[config.mk]
export PLATFORM = sky130hd
export DESIGN_NAME = format_string_to_ascii_stream
export DESIGN_NICKNAME = d
export VERILOG_FILES = /design/src/hw/rtl/fsa_pkg.sv /design/src/hw/rtl/fsa_datapath.sv /design/src/hw/rtl/format_string_to_ascii_stream.sv
export SDC_FILE = /design/constraint.sdc
export NUM_CORES = 2
export LEC_CHECK = 0
export BUFFER_PORTS_ARGS = -buffer_cell sky130_fd_sc_hd__clkbuf_2
export CAP_MARGIN = 20
export CORE_ASPECT_RATIO = 1.5
export CORE_MARGIN = 1.5
export CORE_UTILIZATION = 60
export CTS_BUF_LIST = sky130_fd_sc_hd__clkbuf_4 sky130_fd_sc_hd__clkbuf_8 sky130_fd_sc_hd__clkbuf_16
export DETAILED_ROUTE_END_ITERATION = 10
export MAX_ROUTING_LAYER = met4
export PLACE_DENSITY = 0.77
export SLEW_MARGIN = 5
export SYNTH_ARGS = -nofsm -noshare
export SYNTH_HDL_FRONTEND = slang
export SYNTH_HIERARCHICAL = 1
export SYNTH_SLANG_ARGS = --single-unit
[constraint.sdc]
create_clock -name clk -period 7.7 [get_ports clk]
set_input_delay 1.155 -clock clk [delete_from_list [all_inputs] [get_ports clk]]
set_output_delay 1.155 -clock clk [all_outputs]
set_load 0.1 [all_outputs]
[src/hw/rtl/fsa_pkg.sv]
// Shared types, character constants and microcode ROM for the format string formatter.
// Used by fsa_datapath and format_string_to_ascii_stream; depends on nothing else.
`default_nettype none

package fsa_pkg;

  typedef struct packed {
    logic [7:0]         fmt_byte;
    logic signed [31:0] arg_value;
  } in_t;

  typedef struct packed {
    logic [7:0] out_char;
    logic       last_of_run;
  } out_t;

  localparam logic [7:0] CH_NUL   = 8'h00;
  localparam logic [7:0] CH_LF    = 8'h0a;
  localparam logic [7:0] CH_CR    = 8'h0d;
  localparam logic [7:0] CH_PCT   = 8'h25;
  localparam logic [7:0] CH_MINUS = 8'h2d;
  localparam logic [7:0] CH_ZERO  = 8'h30;
  localparam logic [7:0] CH_LOW_A = 8'h61;
  localparam logic [7:0] CH_D     = 8'h64;
  localparam logic [7:0] CH_P     = 8'h70;
  localparam logic [7:0] CH_X     = 8'h78;

  // floor(x / 10) == (x * DEC_RECIP) >> DEC_SHIFT for every 32-bit x
  localparam logic [31:0] DEC_RECIP = 32'hcccc_cccd;
  localparam int          DEC_SHIFT = 35;

  localparam int STACK_DEPTH = 11;

  localparam int PC_W = 5;

  localparam logic [3:0] OP_WAIT     = 4'd0;
  localparam logic [3:0] OP_JUMP     = 4'd1;
  localparam logic [3:0] OP_EMIT     = 4'd2;
  localparam logic [3:0] OP_CLRPEND  = 4'd3;
  localparam logic [3:0] OP_SETPEND  = 4'd4;
  localparam logic [3:0] OP_PREP_DEC = 4'd5;
  localparam logic [3:0] OP_PREP_HEX = 4'd6;
  localparam logic [3:0] OP_MUL      = 4'd7;
  localparam logic [3:0] OP_DIGIT    = 4'd8;
  localparam logic [3:0] OP_PUSHNEG  = 4'd9;

  localparam logic [3:0] COND_NEVER  = 4'd0;
  localparam logic [3:0] COND_ALWAYS = 4'd1;
  localparam logic [3:0] COND_NUL    = 4'd2;
  localparam logic [3:0] COND_PEND   = 4'd3;
  localparam logic [3:0] COND_PCT    = 4'd4;
  localparam logic [3:0] COND_NL     = 4'd5;
  localparam logic [3:0] COND_DEC    = 4'd6;
  localparam logic [3:0] COND_HEX    = 4'd7;
  localparam logic [3:0] COND_MAGNZ  = 4'd8;
  localparam logic [3:0] COND_MORE   = 4'd9;

  localparam logic [1:0] SRC_CH    = 2'd0;
  localparam logic [1:0] SRC_PCT   = 2'd1;
  localparam logic [1:0] SRC_CR    = 2'd2;
  localparam logic [1:0] SRC_STACK = 2'd3;

  localparam logic [1:0] LAST_NO     = 2'd0;
  localparam logic [1:0] LAST_YES    = 2'd1;
  localparam logic [1:0] LAST_NOT_NL = 2'd2;
  localparam logic [1:0] LAST_SP_ONE = 2'd3;

  typedef struct packed {
    logic [3:0]      op;
    logic [3:0]      cond;
    logic [1:0]      src;
    logic [1:0]      last;
    logic [PC_W-1:0] target;
  } ucode_t;

  typedef struct packed {
    logic load_arg;
    logic prep_dec;
    logic prep_hex;
    logic mul;
    logic digit;
    logic push_neg;
    logic pop;
  } dp_ctrl_t;

  typedef struct packed {
    logic       mag_nz;
    logic       sp_one;
    logic [7:0] top_char;
  } dp_stat_t;

  function automatic ucode_t uw(logic [3:0] op, logic [3:0] cond, logic [1:0] src,
                                logic [1:0] last, logic [PC_W-1:0] target);
    ucode_t w;
    w.op     = op;
    w.cond   = cond;
    w.src    = src;
    w.last   = last;
    w.target = target;
    return w;
  endfunction

  function automatic logic [7:0] hex_char(logic [3:0] d);
    logic [7:0] c;
    if (d < 4'd10) begin
      c = CH_ZERO + {4'd0, d};
    end else begin
      c = CH_LOW_A + {4'd0, d} - 8'd10;
    end
    return c;
  endfunction

  function automatic ucode_t ucode(logic [PC_W-1:0] pc);
    ucode_t w;
    unique case (pc)
      5'd0:    w = uw(OP_WAIT,     COND_NEVER,  SRC_CH,    LAST_NO,     5'd0);
      5'd1:    w = uw(OP_JUMP,     COND_NUL,    SRC_CH,    LAST_NO,     5'd24);
      5'd2:    w = uw(OP_JUMP,     COND_PEND,   SRC_CH,    LAST_NO,     5'd6);
      5'd3:    w = uw(OP_JUMP,     COND_PCT,    SRC_CH,    LAST_NO,     5'd25);
      5'd4:    w = uw(OP_EMIT,     COND_NL,     SRC_CH,    LAST_NOT_NL, 5'd23);
      5'd5:    w = uw(OP_JUMP,     COND_ALWAYS, SRC_CH,    LAST_NO,     5'd0);
      5'd6:    w = uw(OP_CLRPEND,  COND_DEC,    SRC_CH,    LAST_NO,     5'd12);
      5'd7:    w = uw(OP_JUMP,     COND_HEX,    SRC_CH,    LAST_NO,     5'd17);
      5'd8:    w = uw(OP_JUMP,     COND_PCT,    SRC_CH,    LAST_NO,     5'd22);
      5'd9:    w = uw(OP_EMIT,     COND_NEVER,  SRC_PCT,   LAST_NO,     5'd0);
      5'd10:   w = uw(OP_EMIT,     COND_NL,     SRC_CH,    LAST_NOT_NL, 5'd23);
      5'd11:   w = uw(OP_JUMP,     COND_ALWAYS, SRC_CH,    LAST_NO,     5'd0);
      5'd12:   w = uw(OP_PREP_DEC, COND_NEVER,  SRC_CH,    LAST_NO,     5'd0);
      5'd13:   w = uw(OP_MUL,      COND_NEVER,  SRC_CH,    LAST_NO,     5'd0);
      5'd14:   w = uw(OP_DIGIT,    COND_NEVER,  SRC_CH,    LAST_NO,     5'd0);
      5'd15:   w = uw(OP_JUMP,     COND_MAGNZ,  SRC_CH,    LAST_NO,     5'd13);
      5'd16:   w = uw(OP_PUSHNEG,  COND_ALWAYS, SRC_CH,    LAST_NO,     5'd20);
      5'd17:   w = uw(OP_PREP_HEX, COND_NEVER,  SRC_CH,    LAST_NO,     5'd0);
      5'd18:   w = uw(OP_DIGIT,    COND_NEVER,  SRC_CH,    LAST_NO,     5'd0);
      5'd19:   w = uw(OP_JUMP,     COND_MAGNZ,  SRC_CH,    LAST_NO,     5'd18);
      5'd20:   w = uw(OP_EMIT,     COND_MORE,   SRC_STACK, LAST_SP_ONE, 5'd20);
      5'd21:   w = uw(OP_JUMP,     COND_ALWAYS, SRC_CH,    LAST_NO,     5'd0);
      5'd22:   w = uw(OP_EMIT,     COND_ALWAYS, SRC_PCT,   LAST_YES,    5'd0);
      5'd23:   w = uw(OP_EMIT,     COND_ALWAYS, SRC_CR,    LAST_YES,    5'd0);
      5'd24:   w = uw(OP_CLRPEND,  COND_ALWAYS, SRC_CH,    LAST_NO,     5'd0);
      5'd25:   w = uw(OP_SETPEND,  COND_ALWAYS, SRC_CH,    LAST_NO,     5'd0);
      default: w = uw(OP_JUMP,     COND_ALWAYS, SRC_CH,    LAST_NO,     5'd0);
    endcase
    return w;
  endfunction

endpackage

`default_nettype wire

[src/hw/rtl/fsa_datapath.sv]
// Number conversion datapath: magnitude register, reciprocal multiplier and digit stack.
// Driven by the sequencer in format_string_to_ascii_stream; uses fsa_pkg.
`default_nettype none

module fsa_datapath (
  input  wire logic                clk,
  input  wire logic                rst,
  input  wire logic [31:0]         arg_in,
  input  wire fsa_pkg::dp_ctrl_t   ctrl,
  output fsa_pkg::dp_stat_t        stat
);

  logic [31:0] arg;
  logic [31:0] mag;
  logic [63:0] prod;
  logic        neg;
  logic        hexm;
  logic [3:0]  sp;
  logic [7:0]  stack [0:fsa_pkg::STACK_DEPTH-1];

  logic [28:0] quo;
  logic [31:0] quo10;
  logic [31:0] rem;
  logic [3:0]  dig;
  logic [31:0] mag_next;

  always_comb begin
    quo   = prod[63:fsa_pkg::DEC_SHIFT];
    quo10 = {quo, 3'b000} + {2'b00, quo, 1'b0};
    rem   = mag - quo10;
    if (hexm) begin
      dig      = mag[3:0];
      mag_next = {4'd0, mag[31:4]};
    end else begin
      dig      = rem[3:0];
      mag_next = {3'd0, quo};
    end
  end

  always_ff @(posedge clk) begin
    if (ctrl.load_arg) begin
      arg <= arg_in;
    end
    if (ctrl.prep_dec) begin
      neg  <= arg[31];
      mag  <= arg[31] ? 32'd0 - arg : arg;
      hexm <= 1'b0;
    end else if (ctrl.prep_hex) begin
      neg  <= 1'b0;
      mag  <= arg;
      hexm <= 1'b1;
    end else if (ctrl.digit) begin
      mag <= mag_next;
    end
    if (ctrl.mul) begin
      prod <= 64'(mag) * 64'(fsa_pkg::DEC_RECIP);
    end
    if (ctrl.digit) begin
      stack[sp] <= fsa_pkg::hex_char(dig);
    end else if (ctrl.push_neg && neg) begin
      stack[sp] <= fsa_pkg::CH_MINUS;
    end
  end

  always_ff @(posedge clk) begin
    if (rst) begin
      sp <= 4'd0;
    end else if (ctrl.prep_dec || ctrl.prep_hex) begin
      sp <= 4'd0;
    end else if (ctrl.digit || (ctrl.push_neg && neg)) begin
      sp <= sp + 4'd1;
    end else if (ctrl.pop) begin
      sp <= sp - 4'd1;
    end
  end

  assign stat.mag_nz   = (mag != 32'd0);
  assign stat.sp_one   = (sp == 4'd1);
  assign stat.top_char = stack[sp - 4'd1];

endmodule

`default_nettype wire

[src/hw/rtl/format_string_to_ascii_stream.sv]
// Flow: a plain byte passes the NUL, pending and percent tests before it is emitted;
// hex loops over digit and test per digit, decimal over multiply, digit and test, before output.
// Throughput: one character per cycle out while out_ready is held; a new request is taken
// only once the microcode is back in its wait step after the last one. Set by the microcode
// loop and the single output register.
// Reset: synchronous; clears the step counter, percent pending and output valid.
// Top level: microcode sequencer; uses fsa_pkg and fsa_datapath.
`default_nettype none

module format_string_to_ascii_stream (
  input  wire logic         clk,
  input  wire logic         rst,
  input  wire logic         in_valid,
  output logic              in_ready,
  input  wire fsa_pkg::in_t in_data,
  output logic              out_valid,
  input  wire logic         out_ready,
  output fsa_pkg::out_t     out_data
);

  logic [fsa_pkg::PC_W-1:0] pc;
  logic [fsa_pkg::PC_W-1:0] pc_next;
  fsa_pkg::ucode_t          cw;
  logic [7:0]               ch;
  logic                     pending;
  logic                     done;
  logic                     cond_true;
  logic                     emit_fire;
  logic [7:0]               emit_char;
  logic                     emit_last;
  fsa_pkg::dp_ctrl_t        dp_ctrl;
  fsa_pkg::dp_stat_t        dp_stat;

  assign cw       = fsa_pkg::ucode(pc);
  assign in_ready = (cw.op == fsa_pkg::OP_WAIT);

  always_comb begin
    unique case (cw.op)
      fsa_pkg::OP_WAIT: done = in_valid;
      fsa_pkg::OP_EMIT: done = !out_valid || out_ready;
      default:          done = 1'b1;
    endcase
    unique case (cw.cond)
      fsa_pkg::COND_ALWAYS: cond_true = 1'b1;
      fsa_pkg::COND_NUL:    cond_true = (ch == fsa_pkg::CH_NUL);
      fsa_pkg::COND_PEND:   cond_true = pending;
      fsa_pkg::COND_PCT:    cond_true = (ch == fsa_pkg::CH_PCT);
      fsa_pkg::COND_NL:     cond_true = (ch == fsa_pkg::CH_LF);
      fsa_pkg::COND_DEC:    cond_true = (ch == fsa_pkg::CH_D);
      fsa_pkg::COND_HEX:    cond_true = (ch == fsa_pkg::CH_X) || (ch == fsa_pkg::CH_P);
      fsa_pkg::COND_MAGNZ:  cond_true = dp_stat.mag_nz;
      fsa_pkg::COND_MORE:   cond_true = !dp_stat.sp_one;
      default:              cond_true = 1'b0;
    endcase
    if (!done) begin
      pc_next = pc;
    end else if (cond_true) begin
      pc_next = cw.target;
    end else begin
      pc_next = pc + 5'd1;
    end
  end

  always_comb begin
    unique case (cw.src)
      fsa_pkg::SRC_CH:    emit_char = ch;
      fsa_pkg::SRC_PCT:   emit_char = fsa_pkg::CH_PCT;
      fsa_pkg::SRC_CR:    emit_char = fsa_pkg::CH_CR;
      default:            emit_char = dp_stat.top_char;
    endcase
    unique case (cw.last)
      fsa_pkg::LAST_YES:    emit_last = 1'b1;
      fsa_pkg::LAST_NOT_NL: emit_last = (ch != fsa_pkg::CH_LF);
      fsa_pkg::LAST_SP_ONE: emit_last = dp_stat.sp_one;
      default:              emit_last = 1'b0;
    endcase
  end

  assign emit_fire = (cw.op == fsa_pkg::OP_EMIT) && done;

  assign dp_ctrl.load_arg = (cw.op == fsa_pkg::OP_WAIT) && in_valid;
  assign dp_ctrl.prep_dec = (cw.op == fsa_pkg::OP_PREP_DEC);
  assign dp_ctrl.prep_hex = (cw.op == fsa_pkg::OP_PREP_HEX);
  assign dp_ctrl.mul      = (cw.op == fsa_pkg::OP_MUL);
  assign dp_ctrl.digit    = (cw.op == fsa_pkg::OP_DIGIT);
  assign dp_ctrl.push_neg = (cw.op == fsa_pkg::OP_PUSHNEG);
  assign dp_ctrl.pop      = emit_fire && (cw.src == fsa_pkg::SRC_STACK);

  fsa_datapath u_datapath (
    .clk    (clk),
    .rst    (rst),
    .arg_in (in_data.arg_value),
    .ctrl   (dp_ctrl),
    .stat   (dp_stat)
  );

  always_ff @(posedge clk) begin
    if (dp_ctrl.load_arg) begin
      ch <= in_data.fmt_byte;
    end
    if (emit_fire) begin
      out_data.out_char    <= emit_char;
      out_data.last_of_run <= emit_last;
    end
  end

  always_ff @(posedge clk) begin
    if (rst) begin
      pc        <= '0;
      pending   <= 1'b0;
      out_valid <= 1'b0;
    end else begin
      pc <= pc_next;
      if (cw.op == fsa_pkg::OP_CLRPEND) begin
        pending <= 1'b0;
      end else if (cw.op == fsa_pkg::OP_SETPEND) begin
        pending <= 1'b1;
      end
      if (emit_fire) begin
        out_valid <= 1'b1;
      end else if (out_ready) begin
        out_valid <= 1'b0;
      end
    end
  end

endmodule

`default_nettype wire

==> flow_summary_export.csv <==
group,metric,value,unit
outcome,outcome,"finished, final reports clean",
synth,synth_top_area_share,28.5,%
sta,fin_crit,7.51,ns
detailed_routing,dr_total_vias,19300,
detailed_routing,wl,83000,µm
final_layout,final_core_util,66.7,%
worst_setup_path,worst_ep_arrival_time,7.79,ns
synth,ys_top_cells_by_area,"fa_1 28%, edfxtp_1 21%, ha_1 18%, inv_1 8.1%, a21oi_1 2.1%",
worst_setup_path,required,7.99,ns
floorplan,core_region_area,44700,µm²
synth,synth_commonest_cells,"588 x inv_1, 386 x fa_1, 386 x ha_1, 188 x edfxtp_1, 116 x a21oi_1",
detailed_routing,first_iter_violations,1260,
synth,seq_area_frac_synth,22.9,%
synth,ys.flop_type,"edfxtp_1",
global_routing,antenna_found_initial,1,
synth,ys_warn_count,6,
clock_tree,htreeDepth,1,
detailed_routing,drtPass1Iterations,6,
sta,slew_headroom,13.2,%
global_routing,grtUsageTotal,38.3,%
clock_tree,cts_sinks,217,
clock_tree,cts_tree,"done",
placed_design,place_congestion,1.08,
worst_setup_path,path_class,"flop to flop",
clock_tree,root_buffer,"clkbuf_16",
final_layout,finalNetCount,3495,
synth,synth.avg_cell_area,10.8,µm²
clock_tree,clockBufferDepth,3,
sta,fin_skew,0.0245,ns
floorplan,fp-row-count,95,
detailed_routing,wl_per_cell,25.3,µm
detailed_routing,vias_per_cell,5.88,
global_routing,grt_pass1_vias,21300,
floorplan,start_util,60.8,%
synth,synth_edf_count,188,
final_layout,drive_above_1_share,11.3,%
detailed_routing,ant_nets,0,
sta,tightestPinTransition,1.30,ns
sta,setup-violations-final,0,
synth,synth_area,27200,µm²
placed_design,port_buffers,54,
sta,maxSlewViolCount,0,
global_routing,grt_pass1_wl,126000,µm
clock_tree,clk_latency,0.54,ns
final_layout,area_growth,9.69,%
sta,max_freq,133,MHz
synth,synthCells,2513,
final_layout,fill_cells,3564,
synth,yosysMostFrequentCell,"inv_1",
detailed_routing,drc,0,
synth,ys_async_sr_fraction,0,%
sta,min_period_over_period,97.5,%
clock_tree,clkTransAtPathRegs,0.06,ns
clock_tree,cts-buffers-inserted,23,
floorplan,ios,55,
synth,synth_seq_cells,217,
worst_setup_path,worstSetupStartpointType,"flop",
floorplan,die_area,46600,µm²
run,drv_cap,0,
floorplan,die_w,177,µm
global_routing,grt.overflow.total,0,
synth,synthDistinctLibCells,97,
sta,hold_viol,0,
sta,setup_tns,0,ns
hold_path,hold_path_class,"flop to flop",
global_routing,grt_max_degree,41,
placed_design,dpl.hpwl,72600,µm
floorplan,die_h,264,µm
synth,synth_top_cell_by_area,"fa_1",
worst_setup_path,cp_max_fo,4,
worst_setup_path,critPathCaptureType,"flop",
## flip-flops by register name, summed over array words and instances (netlist names)
name / cells
ch: 8
cw: 17
out_data: 9
out_valid: 1
pc: 5
pending: 1
u_datapath/arg: 32
u_datapath/hexm: 1
u_datapath/mag: 32
u_datapath/neg: 1
u_datapath/prod: 29
u_datapath/sp: 4
u_datapath/stack: 77
## cell usage in the layout (no fill, tap or decap), types with 16 or more instances in the layout
| cell | n |
|---|---|
| xor2_1 | 45 |
| xnor2_1 | 42 |
| clkbuf_16 | 23 |
| a21oi_1 | 115 |
| a21o_1 | 33 |
| nor2_1 | 75 |
| o31ai_1 | 16 |
| fa_1 | 386 |
| nand2_1 | 106 |
| nand4_1 | 19 |
| and2_1 | 22 |
| inv_1 | 588 |
| o21ai_0 | 56 |
| mux2i_1 | 44 |
| buf_4 | 128 |
| edfxtp_1 | 188 |
| nor3_1 | 23 |
| dfxtp_1 | 28 |
| o21a_1 | 16 |
| nand3_1 | 19 |
| ha_1 | 376 |
| clkbuf_2 | 54 |
## critical path: stages, from the launching register on
cell,delay (ns)
edfxtp_1,0.59
ha_1,0.39
inv_1,0.08
fa_1,0.52
inv_1,0.12
fa_1,0.52
inv_1,0.07
fa_1,0.51
inv_1,0.06
fa_1,0.58
fa_1,0.51
fa_1,0.50
ha_1,0.34
ha_1,0.44
nand2_1,0.12
buf_4,0.18
o21ai_0,0.13
a221o_1,0.36
a21oi_1,0.16
buf_4,0.19
nor4b_1,0.29
buf_4,0.23
o21bai_1,0.10
a21oi_1,0.18
xnor2_1,0.08
## metrics by stage
| stage | setup WS [ns] | cell area (µm²) | instances | hold WS, ns |
|---|---|---|---|---|
| 2_1_floorplan | 0.838 | 27200 | 2523 | 0.445 |
| 4_1_cts | 0.0498 | 29500 | 3250 | 0.476 |
| 5_1_grt | -0.00461 | 29800 | 3276 | 0.501 |
| 3_3_place_gp | 0.00650 | 28700 | 3209 | 0.461 |
| 3_5_place_dp | -0.0143 | 28700 | 3209 | 0.467 |
| 6_report | 0.194 | 29800 | 3277 | 0.475 |
## layout make-up
class | instances | area, µm² | share of cell area (%)
multi-input combinational | 1664 | 18600 | 62.5
sequential | 217 | 6230 | 20.9
inverter | 591 | 2220 | 7.45
timing repair buffer | 182 | 1230 | 4.13
tap | 582 | 728 | 2.44
clock buffer | 28 | 619 | 2.08
clock inverter | 12 | 138 | 0.462
antenna | 1 | 2.50 | 0.00840
## timing repair
item	4_1_cts	5_1_grt
pin swaps	0	3
hold buffers	0	0
setup endpoints to repair	2	16
resized for setup	1	18
cloned	0	0
setup buffers	1	26
## worst paths after layout
check | from | end | slack, ns | cells past startpoint
setup / recovery | u_datapath/mag[27] | u_datapath/prod[50] | 0.19 | 24
hold / removal | pending | pending | 0.48 | 2
setup reg to reg | u_datapath/mag[27] | u_datapath/prod[50] | 0.19 | 24
hold reg to reg | pending | pending | 0.48 | 2
## cells by family (layout without fill, tap and decap cells)
family                     Yosys count  after routing  synth area share, %
AOI/OAI and AO/OA                  365            365                 9.11
xor gates and xnor gates            88             88                 2.84
adders and majority gates          772            772                 46.2
buffers and inverters              642            813                 8.96
DFF                                217            217                 22.9
muxes                               63             63                 3.00
other                                2             13               0.0276
and+or+nand+nor                    364            364                 6.91
## per-layer routing
layer	up-vias	track usage [%]	part of all wire, %
met3	307	3.71	3.9
met2	679	66.9	53
met1	9637	36.9	32
met5	-	-	0
met4	0	34.6	12
li1	8641	-	-
Power is not shown: default switching activity piles up to over one toggle a cycle in this logic, so the estimate is an artifact.
